`src/rtl/core/fc2tc_pkg.sv`:
```
// Shared types and constants for the frame count to timecode converter.
`timescale 1ns / 1ps
`default_nettype none

package fc2tc_pkg;

  // Field widths of the result and configuration.
  localparam int HOURS_W = 13;
  localparam int MIN_W   = 6;
  localparam int SEC_W   = 6;
  localparam int FRM_W   = 7;
  localparam int TB_W    = 7;

  // Internal widths: skip count, frames per minute, frames per ten minutes,
  // and the divider remainder (wide enough for frames per hour).
  localparam int SKIP_W = 3;
  localparam int FMIN_W = 13;
  localparam int TEN_W  = 17;
  localparam int DIV_W  = 19;

  // Quotient bits needed by the short divisions.
  localparam int Q_TEN_BITS = 3;
  localparam int Q_MIN_BITS = 4;
  localparam int Q_SEC_BITS = 6;

  localparam logic [TB_W-1:0] TB_RESET = 7'd30;

  // Register indexes on the configuration port.
  localparam logic REG_TIMEBASE = 1'b0;
  localparam logic REG_DROP     = 1'b1;

  typedef enum logic [3:0] {
    OP_NONE,
    OP_CAPTURE,
    OP_PREP,
    OP_STEP,
    OP_LOAD_TEN,
    OP_LOAD_MIN,
    OP_LOAD_FRM_DIRECT,
    OP_LOAD_FRM_SHORT,
    OP_FINISH
  } dp_op_e;

  typedef struct packed {
    dp_op_e op;
  } dp_cmd_t;

  typedef struct packed {
    logic past_full_min;
    logic out_free;
  } dp_status_t;

endpackage

`default_nettype wire

```
`src/rtl/core/fc2tc_ctrl.sv`:
```
// Sequencer that steps the shared divider through three or four divisions.
`timescale 1ns / 1ps
`default_nettype none

module fc2tc_ctrl import fc2tc_pkg::*; #(
  parameter int FRAME_BITS = 24
) (
  input  wire logic       clk_i,
  input  wire logic       rst_ni,
  input  wire logic       in_valid_i,
  output logic            in_ready_o,
  input  wire dp_status_t status_i,
  output dp_cmd_t         cmd_o
);

  localparam int CW = $clog2(FRAME_BITS + 1);

  typedef enum logic [3:0] {
    ST_IDLE,
    ST_PREP,
    ST_DIV_H,
    ST_LD_T,
    ST_DIV_T,
    ST_LD_M,
    ST_DIV_M,
    ST_LD_F,
    ST_DIV_F,
    ST_FIN
  } state_e;

  state_e        state_q, state_d;
  logic [CW-1:0] cnt_q, cnt_d;
  logic          last_step;

  assign last_step  = (cnt_q == CW'(1));
  assign in_ready_o = (state_q == ST_IDLE);

  always_comb begin
    state_d    = state_q;
    cnt_d      = cnt_q;
    cmd_o.op   = OP_NONE;
    case (state_q)
      ST_IDLE: begin
        if (in_valid_i) begin
          cmd_o.op = OP_CAPTURE;
          state_d  = ST_PREP;
        end
      end
      ST_PREP: begin
        cmd_o.op = OP_PREP;
        cnt_d    = CW'(FRAME_BITS);
        state_d  = ST_DIV_H;
      end
      ST_DIV_H: begin
        cmd_o.op = OP_STEP;
        cnt_d    = cnt_q - CW'(1);
        if (last_step) begin
          state_d = ST_LD_T;
        end
      end
      ST_LD_T: begin
        cmd_o.op = OP_LOAD_TEN;
        cnt_d    = CW'(Q_TEN_BITS);
        state_d  = ST_DIV_T;
      end
      ST_DIV_T: begin
        cmd_o.op = OP_STEP;
        cnt_d    = cnt_q - CW'(1);
        if (last_step) begin
          state_d = ST_LD_M;
        end
      end
      ST_LD_M: begin
        // The first minute of a ten-minute block is never short.
        if (status_i.past_full_min) begin
          cmd_o.op = OP_LOAD_MIN;
          cnt_d    = CW'(Q_MIN_BITS);
          state_d  = ST_DIV_M;
        end else begin
          cmd_o.op = OP_LOAD_FRM_DIRECT;
          cnt_d    = CW'(Q_SEC_BITS);
          state_d  = ST_DIV_F;
        end
      end
      ST_DIV_M: begin
        cmd_o.op = OP_STEP;
        cnt_d    = cnt_q - CW'(1);
        if (last_step) begin
          state_d = ST_LD_F;
        end
      end
      ST_LD_F: begin
        cmd_o.op = OP_LOAD_FRM_SHORT;
        cnt_d    = CW'(Q_SEC_BITS);
        state_d  = ST_DIV_F;
      end
      ST_DIV_F: begin
        cmd_o.op = OP_STEP;
        cnt_d    = cnt_q - CW'(1);
        if (last_step) begin
          state_d = ST_FIN;
        end
      end
      ST_FIN: begin
        if (status_i.out_free) begin
          cmd_o.op = OP_FINISH;
          state_d  = ST_IDLE;
        end
      end
      default: begin
        state_d = ST_IDLE;
      end
    endcase
  end

  always_ff @(posedge clk_i or negedge rst_ni) begin
    if (!rst_ni) begin
      state_q <= ST_IDLE;
      cnt_q   <= '0;
    end else begin
      state_q <= state_d;
      cnt_q   <= cnt_d;
    end
  end

endmodule

`default_nettype wire

```
`src/rtl/core/fc2tc_dp.sv`:
```
// Datapath: timebase constants, shared restoring divider and result register.
`timescale 1ns / 1ps
`default_nettype none

module fc2tc_dp import fc2tc_pkg::*; #(
  parameter int FRAME_BITS = 24
) (
  input  wire logic                  clk_i,
  input  wire logic                  rst_ni,
  input  wire dp_cmd_t               cmd_i,
  output dp_status_t                 status_o,
  input  wire logic [TB_W-1:0]       cfg_timebase_i,
  input  wire logic                  cfg_drop_i,
  input  wire logic [FRAME_BITS-1:0] frame_number_i,
  output logic                       out_valid_o,
  input  wire logic                  out_ready_i,
  output logic [HOURS_W-1:0]         hours_o,
  output logic [MIN_W-1:0]           minutes_o,
  output logic [SEC_W-1:0]           seconds_o,
  output logic [FRM_W-1:0]           frames_o,
  output logic                       drop_flag_o
);

  localparam int FW = FRAME_BITS;

  // Per-item constants.
  logic [TB_W-1:0]   tb_q, tb_d;
  logic [SKIP_W-1:0] skip_q, skip_d;
  logic              drop_q, drop_d;
  logic [FMIN_W-1:0] fmin_q, fmin_d;
  logic [FMIN_W-1:0] smin_q, smin_d;
  logic [TEN_W-1:0]  ten_q, ten_d;

  // Divider state: remainder, dividend/quotient shifter and divisor.
  logic [DIV_W-1:0] rem_q, rem_d;
  logic [FW-1:0]    dvd_q, dvd_d;
  logic [DIV_W-1:0] div_q, div_d;

  // Partial results.
  logic [HOURS_W-1:0] h_q, h_d;
  logic [MIN_W-1:0]   m_q, m_d;

  // Output register.
  logic               ovalid_q, ovalid_d;
  logic [HOURS_W-1:0] ohours_q, ohours_d;
  logic [MIN_W-1:0]   omin_q, omin_d;
  logic [SEC_W-1:0]   osec_q, osec_d;
  logic [FRM_W-1:0]   ofrm_q, ofrm_d;
  logic               odrop_q, odrop_d;

  logic [TB_W-1:0]   tb_eff;
  logic [SKIP_W-1:0] skip_nom;
  logic [FMIN_W-1:0] fmin_c;
  logic [TEN_W-1:0]  ten_c;
  logic [DIV_W-1:0]  hour_c;
  logic [DIV_W+1:0]  trial;
  logic              fits;
  logic [DIV_W-1:0]  r2;
  logic [DIV_W-1:0]  pos;
  logic [MIN_W-1:0]  m_block;

  // A timebase of zero counts as one; skipping is off when it would not fit.
  assign tb_eff   = (cfg_timebase_i == '0) ? TB_W'(1) : cfg_timebase_i;
  assign skip_nom = (tb_eff == TB_W'(60)) ? SKIP_W'(4) : SKIP_W'(2);

  assign fmin_c = FMIN_W'({{(FMIN_W-TB_W){1'b0}}, tb_q} * FMIN_W'(60));
  assign ten_c  = TEN_W'({{(TEN_W-TB_W){1'b0}}, tb_q} * TEN_W'(600))
                - TEN_W'({{(TEN_W-SKIP_W){1'b0}}, skip_q} * TEN_W'(9));
  assign hour_c = DIV_W'({{(DIV_W-TB_W){1'b0}}, tb_q} * DIV_W'(3600))
                - DIV_W'({{(DIV_W-SKIP_W){1'b0}}, skip_q} * DIV_W'(54));

  // One restoring step: shift in the next dividend bit and try to subtract.
  assign trial = {1'b0, rem_q, dvd_q[FW-1]} - {2'b00, div_q};
  assign fits  = ~trial[DIV_W+1];

  assign r2      = rem_q - {{(DIV_W-FMIN_W){1'b0}}, fmin_q};
  assign pos     = rem_q + {{(DIV_W-SKIP_W){1'b0}}, skip_q};
  assign m_block = MIN_W'({{(MIN_W-Q_TEN_BITS){1'b0}}, dvd_q[Q_TEN_BITS-1:0]}
                          * MIN_W'(10));

  assign status_o.past_full_min = (rem_q >= {{(DIV_W-FMIN_W){1'b0}}, fmin_q});
  assign status_o.out_free      = ~ovalid_q | out_ready_i;

  always_comb begin
    tb_d     = tb_q;
    skip_d   = skip_q;
    drop_d   = drop_q;
    fmin_d   = fmin_q;
    smin_d   = smin_q;
    ten_d    = ten_q;
    rem_d    = rem_q;
    dvd_d    = dvd_q;
    div_d    = div_q;
    h_d      = h_q;
    m_d      = m_q;
    ovalid_d = ovalid_q & ~out_ready_i;
    ohours_d = ohours_q;
    omin_d   = omin_q;
    osec_d   = osec_q;
    ofrm_d   = ofrm_q;
    odrop_d  = odrop_q;
    case (cmd_i.op)
      OP_CAPTURE: begin
        tb_d   = tb_eff;
        drop_d = cfg_drop_i;
        skip_d = (cfg_drop_i && (tb_eff > {{(TB_W-SKIP_W){1'b0}}, skip_nom}))
               ? skip_nom : '0;
        rem_d  = '0;
        dvd_d  = frame_number_i;
      end
      OP_PREP: begin
        fmin_d = fmin_c;
        smin_d = fmin_c - {{(FMIN_W-SKIP_W){1'b0}}, skip_q};
        ten_d  = ten_c;
        div_d  = hour_c;
      end
      OP_STEP: begin
        rem_d = fits ? trial[DIV_W-1:0] : {rem_q[DIV_W-2:0], dvd_q[FW-1]};
        dvd_d = {dvd_q[FW-2:0], fits};
      end
      OP_LOAD_TEN: begin
        h_d   = dvd_q[HOURS_W-1:0];
        div_d = {{(DIV_W-TEN_W){1'b0}}, ten_q};
        rem_d = rem_q >> Q_TEN_BITS;
        dvd_d = '0;
        dvd_d[FW-1 -: Q_TEN_BITS] = rem_q[Q_TEN_BITS-1:0];
      end
      OP_LOAD_MIN: begin
        m_d   = m_block;
        div_d = {{(DIV_W-FMIN_W){1'b0}}, smin_q};
        rem_d = r2 >> Q_MIN_BITS;
        dvd_d = '0;
        dvd_d[FW-1 -: Q_MIN_BITS] = r2[Q_MIN_BITS-1:0];
      end
      OP_LOAD_FRM_DIRECT: begin
        m_d   = m_block;
        div_d = {{(DIV_W-TB_W){1'b0}}, tb_q};
        rem_d = rem_q >> Q_SEC_BITS;
        dvd_d = '0;
        dvd_d[FW-1 -: Q_SEC_BITS] = rem_q[Q_SEC_BITS-1:0];
      end
      OP_LOAD_FRM_SHORT: begin
        m_d   = m_q + MIN_W'(1) + {{(MIN_W-Q_MIN_BITS){1'b0}}, dvd_q[Q_MIN_BITS-1:0]};
        div_d = {{(DIV_W-TB_W){1'b0}}, tb_q};
        rem_d = pos >> Q_SEC_BITS;
        dvd_d = '0;
        dvd_d[FW-1 -: Q_SEC_BITS] = pos[Q_SEC_BITS-1:0];
      end
      OP_FINISH: begin
        ovalid_d = 1'b1;
        ohours_d = h_q;
        omin_d   = m_q;
        osec_d   = dvd_q[SEC_W-1:0];
        ofrm_d   = rem_q[FRM_W-1:0];
        odrop_d  = drop_q;
      end
      default: begin
      end
    endcase
  end

  always_ff @(posedge clk_i or negedge rst_ni) begin
    if (!rst_ni) begin
      ovalid_q <= 1'b0;
    end else begin
      ovalid_q <= ovalid_d;
    end
  end

  always_ff @(posedge clk_i) begin
    tb_q     <= tb_d;
    skip_q   <= skip_d;
    drop_q   <= drop_d;
    fmin_q   <= fmin_d;
    smin_q   <= smin_d;
    ten_q    <= ten_d;
    rem_q    <= rem_d;
    dvd_q    <= dvd_d;
    div_q    <= div_d;
    h_q      <= h_d;
    m_q      <= m_d;
    ohours_q <= ohours_d;
    omin_q   <= omin_d;
    osec_q   <= osec_d;
    ofrm_q   <= ofrm_d;
    odrop_q  <= odrop_d;
  end

  assign out_valid_o = ovalid_q;
  assign hours_o     = ohours_q;
  assign minutes_o   = omin_q;
  assign seconds_o   = osec_q;
  assign frames_o    = ofrm_q;
  assign drop_flag_o = odrop_q;

endmodule

`default_nettype wire

```
`src/rtl/core/frame_count_to_timecode.sv`:
```
// Top level of the frame count to SMPTE timecode converter.
`timescale 1ns / 1ps
`default_nettype none

// Channel   Direction  Handshake                        Payload
// input     in         in_valid_i / in_ready_o          frame_number_i
// output    out        out_valid_o / out_ready_i        hours, minutes, seconds, frames, drop
// config    in         psel, penable, pwrite, pready    paddr, pwdata / prdata
//
// The block takes no new input transfer until the current item is finished; an item
// that falls past the first minute of a ten-minute block needs one more division.
// One restoring divider retires a quotient bit per cycle over three or four divisions.
// Reset sets timebase 30 and non-drop counting and empties the output register.
// A finished result waits in the output register while the next input transfer is
// taken; the sequencer stalls only if a second result is ready before the first is taken.

module frame_count_to_timecode import fc2tc_pkg::*; #(
  parameter int FRAME_BITS = 24
) (
  input  wire logic                  clk_i,
  input  wire logic                  rst_ni,
  // Input channel.
  input  wire logic                  in_valid_i,
  output logic                       in_ready_o,
  input  wire logic [FRAME_BITS-1:0] frame_number_i,
  // Output channel.
  output logic                       out_valid_o,
  input  wire logic                  out_ready_i,
  output logic [HOURS_W-1:0]         hours_o,
  output logic [MIN_W-1:0]           minutes_o,
  output logic [SEC_W-1:0]           seconds_o,
  output logic [FRM_W-1:0]           frames_o,
  output logic                       drop_flag_o,
  // Configuration port.
  input  wire logic                  psel,
  input  wire logic                  penable,
  input  wire logic                  pwrite,
  input  wire logic [2:0]            paddr,
  input  wire logic [31:0]           pwdata,
  output logic [31:0]                prdata,
  output logic                       pready
);

  logic [TB_W-1:0] timebase_q, timebase_d;
  logic            drop_q, drop_d;
  logic            reg_wr;
  logic            reg_idx;
  dp_cmd_t         cmd;
  dp_status_t      status;

  // The register index is the word address; a write completes in the access
  // phase, and the port never inserts wait states.
  assign pready  = 1'b1;
  assign reg_idx = paddr[2];
  assign reg_wr  = psel & penable & pwrite & pready;

  always_comb begin
    timebase_d = timebase_q;
    drop_d     = drop_q;
    if (reg_wr) begin
      case (reg_idx)
        REG_TIMEBASE: timebase_d = pwdata[TB_W-1:0];
        REG_DROP:     drop_d     = pwdata[0];
        default: begin
        end
      endcase
    end
  end

  always_ff @(posedge clk_i or negedge rst_ni) begin
    if (!rst_ni) begin
      timebase_q <= TB_RESET;
      drop_q     <= 1'b0;
    end else begin
      timebase_q <= timebase_d;
      drop_q     <= drop_d;
    end
  end

  always_comb begin
    case (reg_idx)
      REG_TIMEBASE: prdata = {{(32-TB_W){1'b0}}, timebase_q};
      REG_DROP:     prdata = {31'b0, drop_q};
      default:      prdata = '0;
    endcase
  end

  fc2tc_ctrl #(
    .FRAME_BITS (FRAME_BITS)
  ) u_ctrl (
    .clk_i      (clk_i),
    .rst_ni     (rst_ni),
    .in_valid_i (in_valid_i),
    .in_ready_o (in_ready_o),
    .status_i   (status),
    .cmd_o      (cmd)
  );

  fc2tc_dp #(
    .FRAME_BITS (FRAME_BITS)
  ) u_dp (
    .clk_i          (clk_i),
    .rst_ni         (rst_ni),
    .cmd_i          (cmd),
    .status_o       (status),
    .cfg_timebase_i (timebase_q),
    .cfg_drop_i     (drop_q),
    .frame_number_i (frame_number_i),
    .out_valid_o    (out_valid_o),
    .out_ready_i    (out_ready_i),
    .hours_o        (hours_o),
    .minutes_o      (minutes_o),
    .seconds_o      (seconds_o),
    .frames_o       (frames_o),
    .drop_flag_o    (drop_flag_o)
  );

endmodule

`default_nettype wire

```
`config.mk`:
```
export PLATFORM = sky130hd
export DESIGN_NAME = frame_count_to_timecode
export DESIGN_NICKNAME = d
export VERILOG_FILES = /design/src/rtl/core/fc2tc_pkg.sv /design/src/rtl/core/fc2tc_ctrl.sv /design/src/rtl/core/fc2tc_dp.sv /design/src/rtl/core/frame_count_to_timecode.sv
export SDC_FILE = /design/constraint.sdc
export NUM_CORES = 1
export LEC_CHECK = 0
export ABC_AREA = 1
export BUFFER_PORTS_ARGS = -buffer_cell sky130_fd_sc_hd__buf_4
export CELL_PAD_IN_SITES_DETAIL_PLACEMENT = 1
export CELL_PAD_IN_SITES_GLOBAL_PLACEMENT = 2
export CORE_ASPECT_RATIO = 0.7
export CORE_MARGIN = 2
export CORE_UTILIZATION = 30
export CTS_BUF_LIST = sky130_fd_sc_hd__clkbuf_16
export DETAILED_ROUTE_END_ITERATION = 8
export HOLD_SLACK_MARGIN = 0.05
export PLACE_DENSITY_LB_ADDON = 0.05
export RECOVER_POWER = 100
export SLEW_MARGIN = 25
export SYNTH_ARGS = -nofsm -noshare
export SYNTH_HDL_FRONTEND = slang
export SYNTH_SLANG_ARGS = --single-unit
```
`constraint.sdc`:
```
create_clock -name clk_i -period 4.7 [get_ports clk_i]
set_clock_uncertainty 0.15 [all_clocks]
set_input_delay 0.47 -clock clk_i [delete_from_list [all_inputs] [get_ports clk_i]]
set_output_delay 0.47 -clock clk_i [all_outputs]
set_load 0.02 [all_outputs]
```
==> After elaboration in Yosys (flattened, before gate mapping) <==
Cells that the tools add are included.
{ "classes": {"n_mul": 6, "n_eq_ne": 25, "n_addsub": 9, "n_bitwise": 8, "n_reduce_logical": 13, "magnitude_cmp": 2, "mux": 23} }
{ "ops": {"columns": ["op", "n"], "rows": [
  ["one-hot mux 24 bit (6 select lines)", 1],
  ["one-hot mux 19 bit (6 select lines)", 1],
  ["one-hot mux 19 bit (4 select lines)", 1],
  ["one-hot mux 32 bit (2 select lines)", 1],
  ["one-hot mux 4 bit (10 select lines)", 1],
  ["== test 4 x 3 -> 1 bit, second input constant", 8],
  ["two-way mux 4 bit", 8],
  ["one-hot mux 4 bit (7 select lines)", 1],
  ["one-hot mux 5 bit (5 select lines)", 1],
  ["subtractor 20 x 19 -> 21 bit", 1],
  ["adder 19 x 3 -> 19 bit", 1],
  [">= comparator 19 x 13 -> 1 bit", 1],
  ["two-way mux 19 bit", 1],
  ["subtractor 19 x 13 -> 19 bit", 1],
  ["subtractor 19 x 9 -> 19 bit", 1],
  ["subtractor 17 x 7 -> 17 bit", 1],
  ["== test 4 x 2 -> 1 bit, second input constant", 4],
  ["multiplier 7 x 8 -> 15 bit, second input constant", 1],
  ["multiplier 7 x 7 -> 14 bit, second input constant", 1],
  ["subtractor 13 x 3 -> 13 bit", 1],
  ["== test 4 bit, second input constant", 3],
  ["one-hot mux 6 bit (2 select lines)", 1],
  ["multiplier 7 x 4 -> 11 bit, second input constant", 1],
  ["== test 4 x 1 -> 1 bit, second input constant", 2],
  ["other kinds (29)", 42]
]} }
{ "word_totals": {"word_cells": 107, "inputBits": 66, "ff_bits": 184, "out_inout_bits": 68} }

==> Logic depth before layout (Yosys ltp) <==
Gate-level depths: netlist (run 1).
{ "logic_depth": {"depth_word": 7, "mapped_depth": 20, "mapped_depth_nobuf": 20} }

==> Hierarchy <==
A second synthesis (run 1) with hierarchy kept.
{ "hier_totals": {"hier_cells": 1742, "hier_area_um2": 14163.6} }
{ "by_module_without_submodules": {"columns": ["module", "area_each_um2", "seq_area_each_um2", "cells_each", "n_inst"], "rows": [
  ["fc2tc_dp", 12811.0, 4889.7, 1551, 1],
  ["fc2tc_ctrl", 714.4, 225.2, 109, 1],
  ["frame_count_to_timecode", 638.1, 205.2, 82, 1]
]} }

==> Worst setup path after synthesis (run 1) <==
OpenSTA, ideal clock, no wires.
{ "synth_path": {"path_kind": "register -> register", "from": "register u_dp.tb_q[4]", "to": "register u_dp.ten_q[15], data pin", "required_time_ps": 4297, "arrival_time_ps": 3357, "path_buffers": 0, "path_slack_ps": 940, "synth_period_minus_slack_ps": 3760, "path_stages_with_launch": 20, "setup_time_ps": 253, "path_cell_list": "edfxtp_1 ha_1 ha_1 inv_1 fa_1 inv_1 ha_1 ha_1 nand2_1 inv_1 a21oi_1 nand2_1 nand2_1 nand2_1 inv_1 nand2_1 nor2_1 nand3_1 nand2_1 nand2_1"} }
{ "synth_via": {"elab_chain_cells": 2} }
{ "synth_rtl": {"columns": ["element", "line", "text"], "rows": [
  ["start: declaration", "fc2tc_dp.sv:27", "logic [TB_W-1:0] tb_q, tb_d;"],
  ["start signal: assignment", "fc2tc_dp.sv:171", "tb_q <= tb_d;"],
  ["multiplier 7 x 7 -> 14 bit", "fc2tc_dp.sv:67", "assign ten_c = TEN_W'({{(TEN_W-TB_W){1'b0}}, tb_q} * TEN_W'(600))"],
  ["subtractor 17 x 7 -> 17 bit", "fc2tc_dp.sv:68", "- TEN_W'({{(TEN_W-SKIP_W){1'b0}}, skip_q} * TEN_W'(9));"],
  ["via u_dp.ten_c[15]", "fc2tc_dp.sv:54", "logic [TEN_W-1:0] ten_c;"],
  ["end signal: assignment", "fc2tc_dp.sv:176", "ten_q <= ten_d;"],
  ["end: declaration", "fc2tc_dp.sv:32", "logic [TEN_W-1:0] ten_q, ten_d;"]
]} }
The timed path passes the listed nets, and every way through them passes these cells.
A chain may end at the register's enable or synchronous reset.

==> Worst setup path in the final report (run 1) <==
{ "layout_path": {"from": "register u_dp.tb_q[0]", "to": "register u_dp.ten_q[12], data pin"} }
The elaborated chain is that of the path after synthesis.

==> flow_summary.yaml, run 1 <==
critical_path:
  crit_family: "adder cells"
  worstPathRequired_ps: 4760
  path_buf_inv: 3
  max_stage_delay_ps: 620
  path_max_fanout: 10
  rrSetupSlack_ps: 380
  crit_path_cell_trace: "clkbuf_1 > ha_1 > ha_1 > inv_1 > fa_1 > inv_1 > ha_1 > nand2_1 > o21ai_1 > nor2_1 > nand3_1 > nor2_2 > nand2_1 > xor2_1"
  criticalPathCategory: "reg2reg"
  cp-end-kind: "flop"
  r2r_start: "u_dp.tb_q[0]$_DFFE_PP_"
  cp_slowest_cell: "clkbuf_1"
  worst_r2r_endpoint: "u_dp.ten_q[12]$_DFFE_PN_"
  start_kind: "flop"
  worstPathArrival_ps: 4380
  r2r.worst_path.cells: 14
  crit_top_cell: "ha_1"
routing:
  first_pass_iters: 5
  drtIter0Drc: 626
  wl_per_cell_um: 19.0
  wirelength_um: 46300
  vias_per_cell: 4.85
  ant_nets: 0
  drc: 0
  vias: 11822
flow_run:
  maxCapViolations: 3
synth:
  syn_inst: 1725
  synth_ff_type: "edfxtp_1"
  synth_enable_flop_cells: 162
  yosys_warnings: 0
  syn-cell-area_mm2: 0.0141
  synth-seq-cells: 180
  seq_area_frac_synth: 0.378
  ys_types: 49
  synth.avg_cell_area_um2: 8.15
  ys_top_cells_by_area: "edfxtp_1 (35%), ha_1 (12%), nand2_1 (11%), inv_1 (6.6%), nand3_1 (4.9%)"
  yosysTopAreaCellShare: 0.346
  synth_area_leader_cell: "edfxtp_1"
  synth-async-reset-ratio: 0.100
placed_design:
  dpl_cell_area_mm2: 0.0153
  dp_hpwl_um: 37000
  routabilityCongestion: 0.815
  dp_slack_ps: 515
  port_buffers: 80
cts:
  numCtsBuffers: 17
  cts_resized: 0
  clock_latency_ps: 460
  clk_path_buf_depth: 2
  path_clk_slew_ps: 90
  htreeDepth: 4
  cts.sink_count: 180
  cts_root_buf: "clkbuf_16"
  cts_tree: "done"
die:
  die_h_um: 185
  io_pins: 134
  dieArea_mm2: 0.0486
  start_util: 0.304
  core_mm2: 0.0463
  fp-row-count: 66
  fp.dieW_um: 263
final_layout:
  layout_common_cells: "nand2_1 (423), inv_1 (253), edfxtp_1 (162)"
  diodes: 0
  final_common_cell: "nand2_1"
  nNetsFinal: 2038
  drive_gt1_frac: 0.0696
  multi_input_area_mm2: 0.00743
  post-route-cell-area_mm2: 0.0157
  regArea_mm2: 0.00532
  fillers: 5576
  area_growth_pct: 11.7
timing:
  rsz0062_at_grt: "false"
  min_period_over_period: 0.920
  worst_pin_slew_ps: 1810
  finalSetupViolCount: 0
  setup_tns_ps: 0
  period_needed_ps: 4320
  relSlewSlack: -0.204
  hold_viol: 0
  slew_viol_final: 75
  fmax_mhz: 231
  fin_ws_ps: 376
global_route:
  track_usage: 0.195
  grt_max_degree: 44
  antenna_found_initial: 0
  first_global_vias: 12308
  globalRoute.totalOverflow: 0
  grt_pass1_wl_um: 72500
worst_hold_path:
  hold_depth: 3
  min_to: "timebase_q[3]$_DFFE_PN1P_"
  hp-start: "pwdata[3]"
  hold_path.class: "in2reg"
run_status:
  violations: "capacitance limit, slew limit"
  status: "finished with violations"
==> cell families (layout without fill, tap and decap cells) <==
kind of cell	count (synthesis)	after routing	share of synthesized area
buffers and inverters	320	397	0.0960
DFF	180	180	0.378
and+or+nand+nor	824	824	0.262
AOI/OAI and AO/OA	188	188	0.0768
adders and majority gates	159	159	0.154
xor gates and xnor gates	52	52	0.0324
other	2	26	0.000534
==> how the worst max path moves through the flow <==
| stage | startpoint | cells past startpoint | endpoint | slack [ps] |
|---|---|---|---|---|
| after floorplan | u_dp.tb_q[4]$_DFFE_PP_ | 19 | u_dp.ten_q[15]$_DFFE_PN_ | 940 |
| after global placement | u_dp.tb_q[4]$_DFFE_PP_ | 17 | u_dp.ten_q[15]$_DFFE_PN_ | 540 |
| after detailed placement | u_dp.tb_q[4]$_DFFE_PP_ | 17 | u_dp.ten_q[15]$_DFFE_PN_ | 520 |
| after CTS | u_dp.tb_q[4]$_DFFE_PP_ | 17 | u_dp.ten_q[15]$_DFFE_PN_ | 470 |
| after global routing | u_dp.tb_q[0]$_DFFE_PP_ | 14 | u_dp.ten_q[12]$_DFFE_PN_ | 100 |
| final | u_dp.tb_q[0]$_DFFE_PP_ | 14 | u_dp.ten_q[12]$_DFFE_PN_ | 380 |
==> flip-flops by register name, indices dropped and copies added, names as in the netlist, 7 cells and up <==
signal	count
u_dp.fmin_q	11
timebase_q	7
u_dp.dvd_q	24
u_dp.hours_o	13
u_dp.tb_q	7
u_dp.ten_q	16
u_dp.frames_o	7
u_dp.h_q	13
u_dp.div_q	19
u_dp.smin_q	11
u_dp.rem_q	19
==> through the flow <==
| step | instances | hold slack, ps | util |
|---|---|---|---|
| after detailed placement | 2403 | 231 | 0.331 |
| after floorplan | 1749 | 24.4 | - |
| after CTS | 2437 | 76.5 | 0.345 |
| final | 2438 | 105 | 0.339 |
| after global routing | 2438 | 90.1 | 0.339 |
| after global placement | 2402 | 226 | 0.330 |
==> synth_stat cells (all sizes together), types with 4 or more instances <==
cell and n:
nor3 14, o21bai 4, o21a 5, inv 266
a21oi 68, buf 41, fa 23, ha 136
o21ai 72, a21o 4, dfstp 4, or2 8
dfrtp 14, xnor2 19, nand3 142, nor4 6
nand3b 8, a22o 15, clkbuf 13, nand2 434
nor2 145, nand4 62, o211ai 9, edfxtp 162
xor2 33, a31oi 4
==> layout make-up <==
type                       count  share of cell area
multi-input combinational   1249               0.473
sequential                   180               0.339
inverter                     266              0.0636
tap                          612              0.0487
timing repair buffer          99              0.0353
clock buffer                  17              0.0271
clock inverter                15              0.0133
==> worst register-to-register path, delay by kind of cell (launching register included) <==
family / cells / cell delay (ps)
flops: 1 / 540
xor+xnor: 1 / 150
compound gates: 1 / 60
simple gates: 5 / 960
buf+inv: 3 / 740
fa+ha+maj: 4 / 1480
==> per-layer routing <==
metal,up-vias,wire (um),GRT usage
met5,-,0,0
met4,0,456,0.0331
met3,27,1310,0.0284
met2,149,19000,0.289
met1,5774,25500,0.300
li1,5872,-,-
==> timing repair <==
| action | in CTS | in global routing |
|---|---|---|
| hold endpoints to repair | 19 | 0 |
| buffers inserted | 0 | 0 |
| hold buffers | 2 | 0 |
Power of run 1 is left out: the tool's default activity adds up to more than one toggle a clock period on the data nets, which glitch-free logic cannot reach.
==> run 2: changes to the inputs <==
--- a/config.mk
+++ b/config.mk
@@ -6,17 +6,18 @@
 export NUM_CORES = 1
 export LEC_CHECK = 0
 export ABC_AREA = 1
-export BUFFER_PORTS_ARGS = -buffer_cell sky130_fd_sc_hd__buf_4
+export BUFFER_PORTS_ARGS = -buffer_cell sky130_fd_sc_hd__buf_2
 export CELL_PAD_IN_SITES_DETAIL_PLACEMENT = 1
 export CELL_PAD_IN_SITES_GLOBAL_PLACEMENT = 2
 export CORE_ASPECT_RATIO = 0.7
-export CORE_MARGIN = 2
+export CORE_MARGIN = 8
 export CORE_UTILIZATION = 30
 export CTS_BUF_LIST = sky130_fd_sc_hd__clkbuf_16
 export DETAILED_ROUTE_END_ITERATION = 8
 export HOLD_SLACK_MARGIN = 0.05
 export PLACE_DENSITY_LB_ADDON = 0.05
 export RECOVER_POWER = 100
+export REMOVE_ABC_BUFFERS = 1
 export SLEW_MARGIN = 25
 export SYNTH_ARGS = -nofsm -noshare
 export SYNTH_HDL_FRONTEND = slang
==> run 2 against run 1 <==
Against the previous run:
- the flow still finishes with violations (capacitance limit, slew limit)
- first-iteration DRC count up 17%
- fmax is 2.7% higher
- non-clock buffer count is the same
- global-route usage shrank 2.0 points
- die area is 11% higher
- register-to-register slack better by 110 ps
- critical path depth up 2
- critical path type unchanged
==> flow_summary.yaml, run 2 (same netlist as run 1, synthesis figures left out) <==
run_status:
  violations: "capacitance limit, slew limit"
  status: "finished with violations"
critical_path:
  worstPathArrival_ps: 4270
  rrSetupSlack_ps: 490
  start_kind: "flop"
  worstPathRequired_ps: 4760
  path_max_fanout: 8
  criticalPathCategory: "reg2reg"
  cp-end-kind: "flop"
global_route:
  antenna_found_initial: 1
  track_usage: 0.175
  first_global_vias: 12214
  grt_max_degree: 45
  grt_pass1_wl_um: 73200
  globalRoute.totalOverflow: 0
timing:
  setup_tns_ps: 0
  rsz0062_at_grt: "false"
  worst_pin_slew_ps: 2700
  relSlewSlack: -0.800
  slew_viol_final: 112
  min_period_over_period: 0.896
  finalSetupViolCount: 0
  fmax_mhz: 238
  hold_viol: 0
  period_needed_ps: 4210
cts:
  path_clk_slew_ps: 80
  clk_path_buf_depth: 2
  hold_buffers: 2
  postCtsSetupRepairBufs: 0
  cts.sink_count: 180
  cts_root_buf: "clkbuf_16"
  htreeDepth: 4
  numCtsBuffers: 17
  clock_latency_ps: 460
  cts_resized: 0
  cts_tree: "done"
final_layout:
  final_common_cell: "nand2_1"
  reg_top3: "u_dp.dvd_q x24, u_dp.div_q x19, u_dp.rem_q x19"
  largest_reg_flops: 24
  area_growth_pct: 11.0
  drive_gt1_frac: 0.0696
  fillers: 5592
  top_register: "u_dp.dvd_q"
  layout_common_cells: "nand2_1 (425), inv_1 (253), edfxtp_1 (162)"
  nNetsFinal: 2038
placed_design:
  routabilityCongestion: 0.825
  port_buffers: 80
  dp_hpwl_um: 38000
routing:
  drtIter0Drc: 730
  vias_per_cell: 4.84
  first_pass_iters: 5
  ant_nets: 0
  wl_per_cell_um: 19.2
  wirelength_um: 46900
  drc: 0
  vias: 11805
die:
  dieArea_mm2: 0.0542
  start_util: 0.304
  fp.dieW_um: 275
  io_pins: 134
  core_mm2: 0.0463
  die_h_um: 197
  fp-row-count: 66
worst_hold_path:
  hold_path.class: "in2reg"
flow_run:
  maxCapViolations: 3
==> run 2: final cells by class <==
type / count / area (um2) / area share
multi-input cells: 1249 / 7440 / 0.477
flip-flops and latches: 180 / 5320 / 0.341
inverters: 266 / 1000 / 0.0640
well taps: 612 / 766 / 0.0490
repair buffers: 99 / 465 / 0.0298
clock buffers: 17 / 425 / 0.0272
clock inverters: 15 / 194 / 0.0124
diodes: 1 / 2.50 / 0.000160
==> run 2: worst paths after layout <==
| check | startpoint | end | cells after the start |
|---|---|---|---|
| max in group asynchronous | rst_ni | u_ctrl.state_q[3]$_DFFE_PN0P_ | 2 |
| setup reg to reg | u_dp.tb_q[4]$_DFFE_PP_ | u_dp.div_q[17]$_SDFFCE_PN0P_ | 16 |
| min in group asynchronous | rst_ni | u_ctrl.cnt_q[3]$_DFFE_PN0P_ | 2 |
| hold / removal | pwdata[3] | timebase_q[3]$_DFFE_PN1P_ | 3 |
| hold reg to reg | u_dp.h_q[9]$_DFFE_PN_ | u_dp.hours_o[9]$_DFFE_PP_ | 0 |
| setup / recovery | u_dp.tb_q[4]$_DFFE_PP_ | u_dp.div_q[17]$_SDFFCE_PN0P_ | 16 |
==> run 2: through the flow <==
stage / utilization / worst slack, ps / instance area [um2] / hold WS (ps) / instances
floorplan: - / 940 / 13800 / 24.4 / 1695
global placement: 0.326 / 545 / 15100 / 251 / 2402
detailed placement: 0.327 / 526 / 15100 / 256 / 2404
CTS: 0.341 / 471 / 15800 / 60.7 / 2438
global route: 0.337 / 220 / 15600 / 83.6 / 2438
finish: 0.337 / 491 / 15600 / 97.1 / 2439
==> run 2: routing by layer <==
| layer | global-route usage | up-vias | part of all wire |
|---|---|---|---|
| li1 | - | 5876 | - |
| met1 | 0.279 | 5709 | 0.56 |
| met2 | 0.247 | 188 | 0.40 |
| met3 | 0.0231 | 32 | 0.032 |
| met4 | 0.0325 | 0 | 0.0098 |
| met5 | 0 | - | 0 |
==> run 2: worst max-delay path, cell delays in order (launching register included) <==
cell	delay, ps
edfxtp_1	580
buf_4	280
fa_1	560
ha_1	360
ha_1	310
ha_1	300
ha_1	390
a21oi_1	290
nand3_1	110
nand2_1	70
nand2_1	70
nor2_1	140
inv_1	60
nor2_1	130
nand2_1	60
nand2_1	50
nor2_1	40
Power of run 2 is left out for the same reason.
==> run 3: changes to the inputs <==
--- a/config.mk
+++ b/config.mk
@@ -8,7 +8,7 @@
 export ABC_AREA = 1
 export BUFFER_PORTS_ARGS = -buffer_cell sky130_fd_sc_hd__buf_2
 export CELL_PAD_IN_SITES_DETAIL_PLACEMENT = 1
-export CELL_PAD_IN_SITES_GLOBAL_PLACEMENT = 2
+export CELL_PAD_IN_SITES_GLOBAL_PLACEMENT = 1
 export CORE_ASPECT_RATIO = 0.7
 export CORE_MARGIN = 8
 export CORE_UTILIZATION = 30
==> run 3 against run 2 <==
Against the previous run:
- highest routed layer unchanged
- critical endpoint unchanged
- sequential share of layout area about the same
- critical path type unchanged
- worst hold slack better by 5.9 ps
- critical path depth rose by 1
- via count is essentially flat
- the run still ends with capacitance limit, slew limit left
==> flow_summary.yaml, run 3 (same netlist as run 1, synthesis figures left out) <==
routing:
  wirelength_um: 46500
  vias: 11797
  wl_met1_um: 26100
  ant_nets: 0
  vias_per_cell: 4.83
  wl_per_cell_um: 19.0
  first_pass_iters: 5
  wl_met3_um: 1500
  wl_met2_um: 18300
  drtIter0Drc: 688
  top_layer: "met4"
  drc: 0
global_route:
  globalRoute.totalOverflow: 0
  first_global_vias: 12157
  antenna_found_initial: 2
  grt_pass1_wl_um: 72600
  track_usage: 0.173
  grt_max_degree: 44
critical_path:
  cp-end-kind: "flop"
  worstPathRequired_ps: 4760
  max_stage_delay_ps: 480
  worstPathArrival_ps: 4280
  crit_path_cell_trace: "clkbuf_1 > buf_4 > fa_1 > ha_1 > ha_1 > ha_1 > ha_1 > a21oi_1 > nand3_1 > nand2_1 > nand2_1 > nor2_1 > inv_1 > nor2_1 > nand2_1 > nand2_1 > nor2_1"
  criticalPathCategory: "reg2reg"
  start_kind: "flop"
  path_max_fanout: 6
  cp_slowest_cell: "edfxtp_1"
final_layout:
  final_common_cell: "nand2_1"
  largest_reg_flops: 24
  area_growth_pct: 10.9
  reg_top3: "u_dp.dvd_q x24, u_dp.div_q x19, u_dp.rem_q x19"
  drive_gt1_frac: 0.0695
  nNetsFinal: 2039
  layout.cells.non_filler: 2440
  top_register: "u_dp.dvd_q"
  layout_common_cells: "nand2_1 (425), inv_1 (252), edfxtp_1 (162)"
cts:
  cts_tree: "done"
  postCtsSetupRepairBufs: 0
  hold_buffers: 2
  cts.sink_count: 180
  clock_latency_ps: 460
  htreeDepth: 4
  clk_path_buf_depth: 2
  path_clk_slew_ps: 80
  cts_resized: 0
  cts_root_buf: "clkbuf_16"
  numCtsBuffers: 17
timing:
  hold_viol: 0
  setup_tns_ps: 0
  slew_viol_final: 74
  fmax_mhz: 237
  period_needed_ps: 4230
  finalSetupViolCount: 0
  timing.hold.ws_ps: 103
  rsz0062_at_grt: "false"
  min_period_over_period: 0.899
  relSlewSlack: -0.133
  worst_pin_slew_ps: 1700
die:
  io_pins: 134
  fp.dieW_um: 275
  die_h_um: 197
  core_mm2: 0.0463
  dieArea_mm2: 0.0542
  start_util: 0.304
  fp-row-count: 66
placed_design:
  routabilityCongestion: 0.842
  port_buffers: 80
  dp_hpwl_um: 37600
  dp_cells: 2405
worst_hold_path:
  hold_path.class: "in2reg"
run_status:
  status: "finished with violations"
  violations: "capacitance limit, slew limit"
flow_run:
  maxCapViolations: 3
run 3: cell count changes in the layout (fill, tap and decap cells not counted), sizes merged:
cell	change
clkinvlp	-1
clkinv	+2
inv	-1
buf	+1
run 3: metrics by stage:
step | setup slack, ps | utilization | area, um2
3_5_place_dp | 592 | 0.327 | 15200
2_1_floorplan | 940 | - | 13800
3_3_place_gp | 567 | 0.326 | 15100
4_1_cts | 537 | 0.341 | 15800
5_1_grt | 156 | 0.337 | 15600
6_report | 473 | 0.337 | 15600
run 3: final cells by class:
cell class,instances,area [um2]
flip-flops and latches,180,5320
clock buffers,17,425
diodes,1,2.50
repair buffers,100,472
clock inverters,15,180
multi-input cells,1249,7430
well taps,612,766
fillers,5578,30700
inverters,266,1000
run 3: path summary, 6_finish.rpt:
path	startpoint	to	slack (ps)	cells after the start
max in group asynchronous	rst_ni	timebase_q[0]$_DFFE_PN0P_	3140	2
min in group asynchronous	rst_ni	u_ctrl.cnt_q[4]$_DFFE_PN0P_	590	2
worst min-delay path	pwdata[4]	timebase_q[4]$_DFFE_PN1P_	100	3
worst max register to register	u_dp.tb_q[4]$_DFFE_PP_	u_dp.div_q[17]$_SDFFCE_PN0P_	470	17
worst max-delay path	u_dp.tb_q[4]$_DFFE_PP_	u_dp.div_q[17]$_SDFFCE_PN0P_	470	17
worst min register to register	u_dp.h_q[10]$_DFFE_PN_	u_dp.hours_o[10]$_DFFE_PP_	270	0
run 3: worst max-delay path: cells and delay by family (launching register included):
kind	cells	cell delay, ps
adders and majority gates	5	1790
buffers and inverters	3	650
and+or+nand+nor	8	650
DFF	1	480
AOI/OAI and AO/OA	1	250
run 3: per-layer routing:
layer	global-route usage	vias to the layer above
li1	-	5877
met1	0.279	5747
met2	0.241	147
met3	0.0242	26
met4	0.0311	0
met5	0	-
Power of run 3 is left out for the same reason.
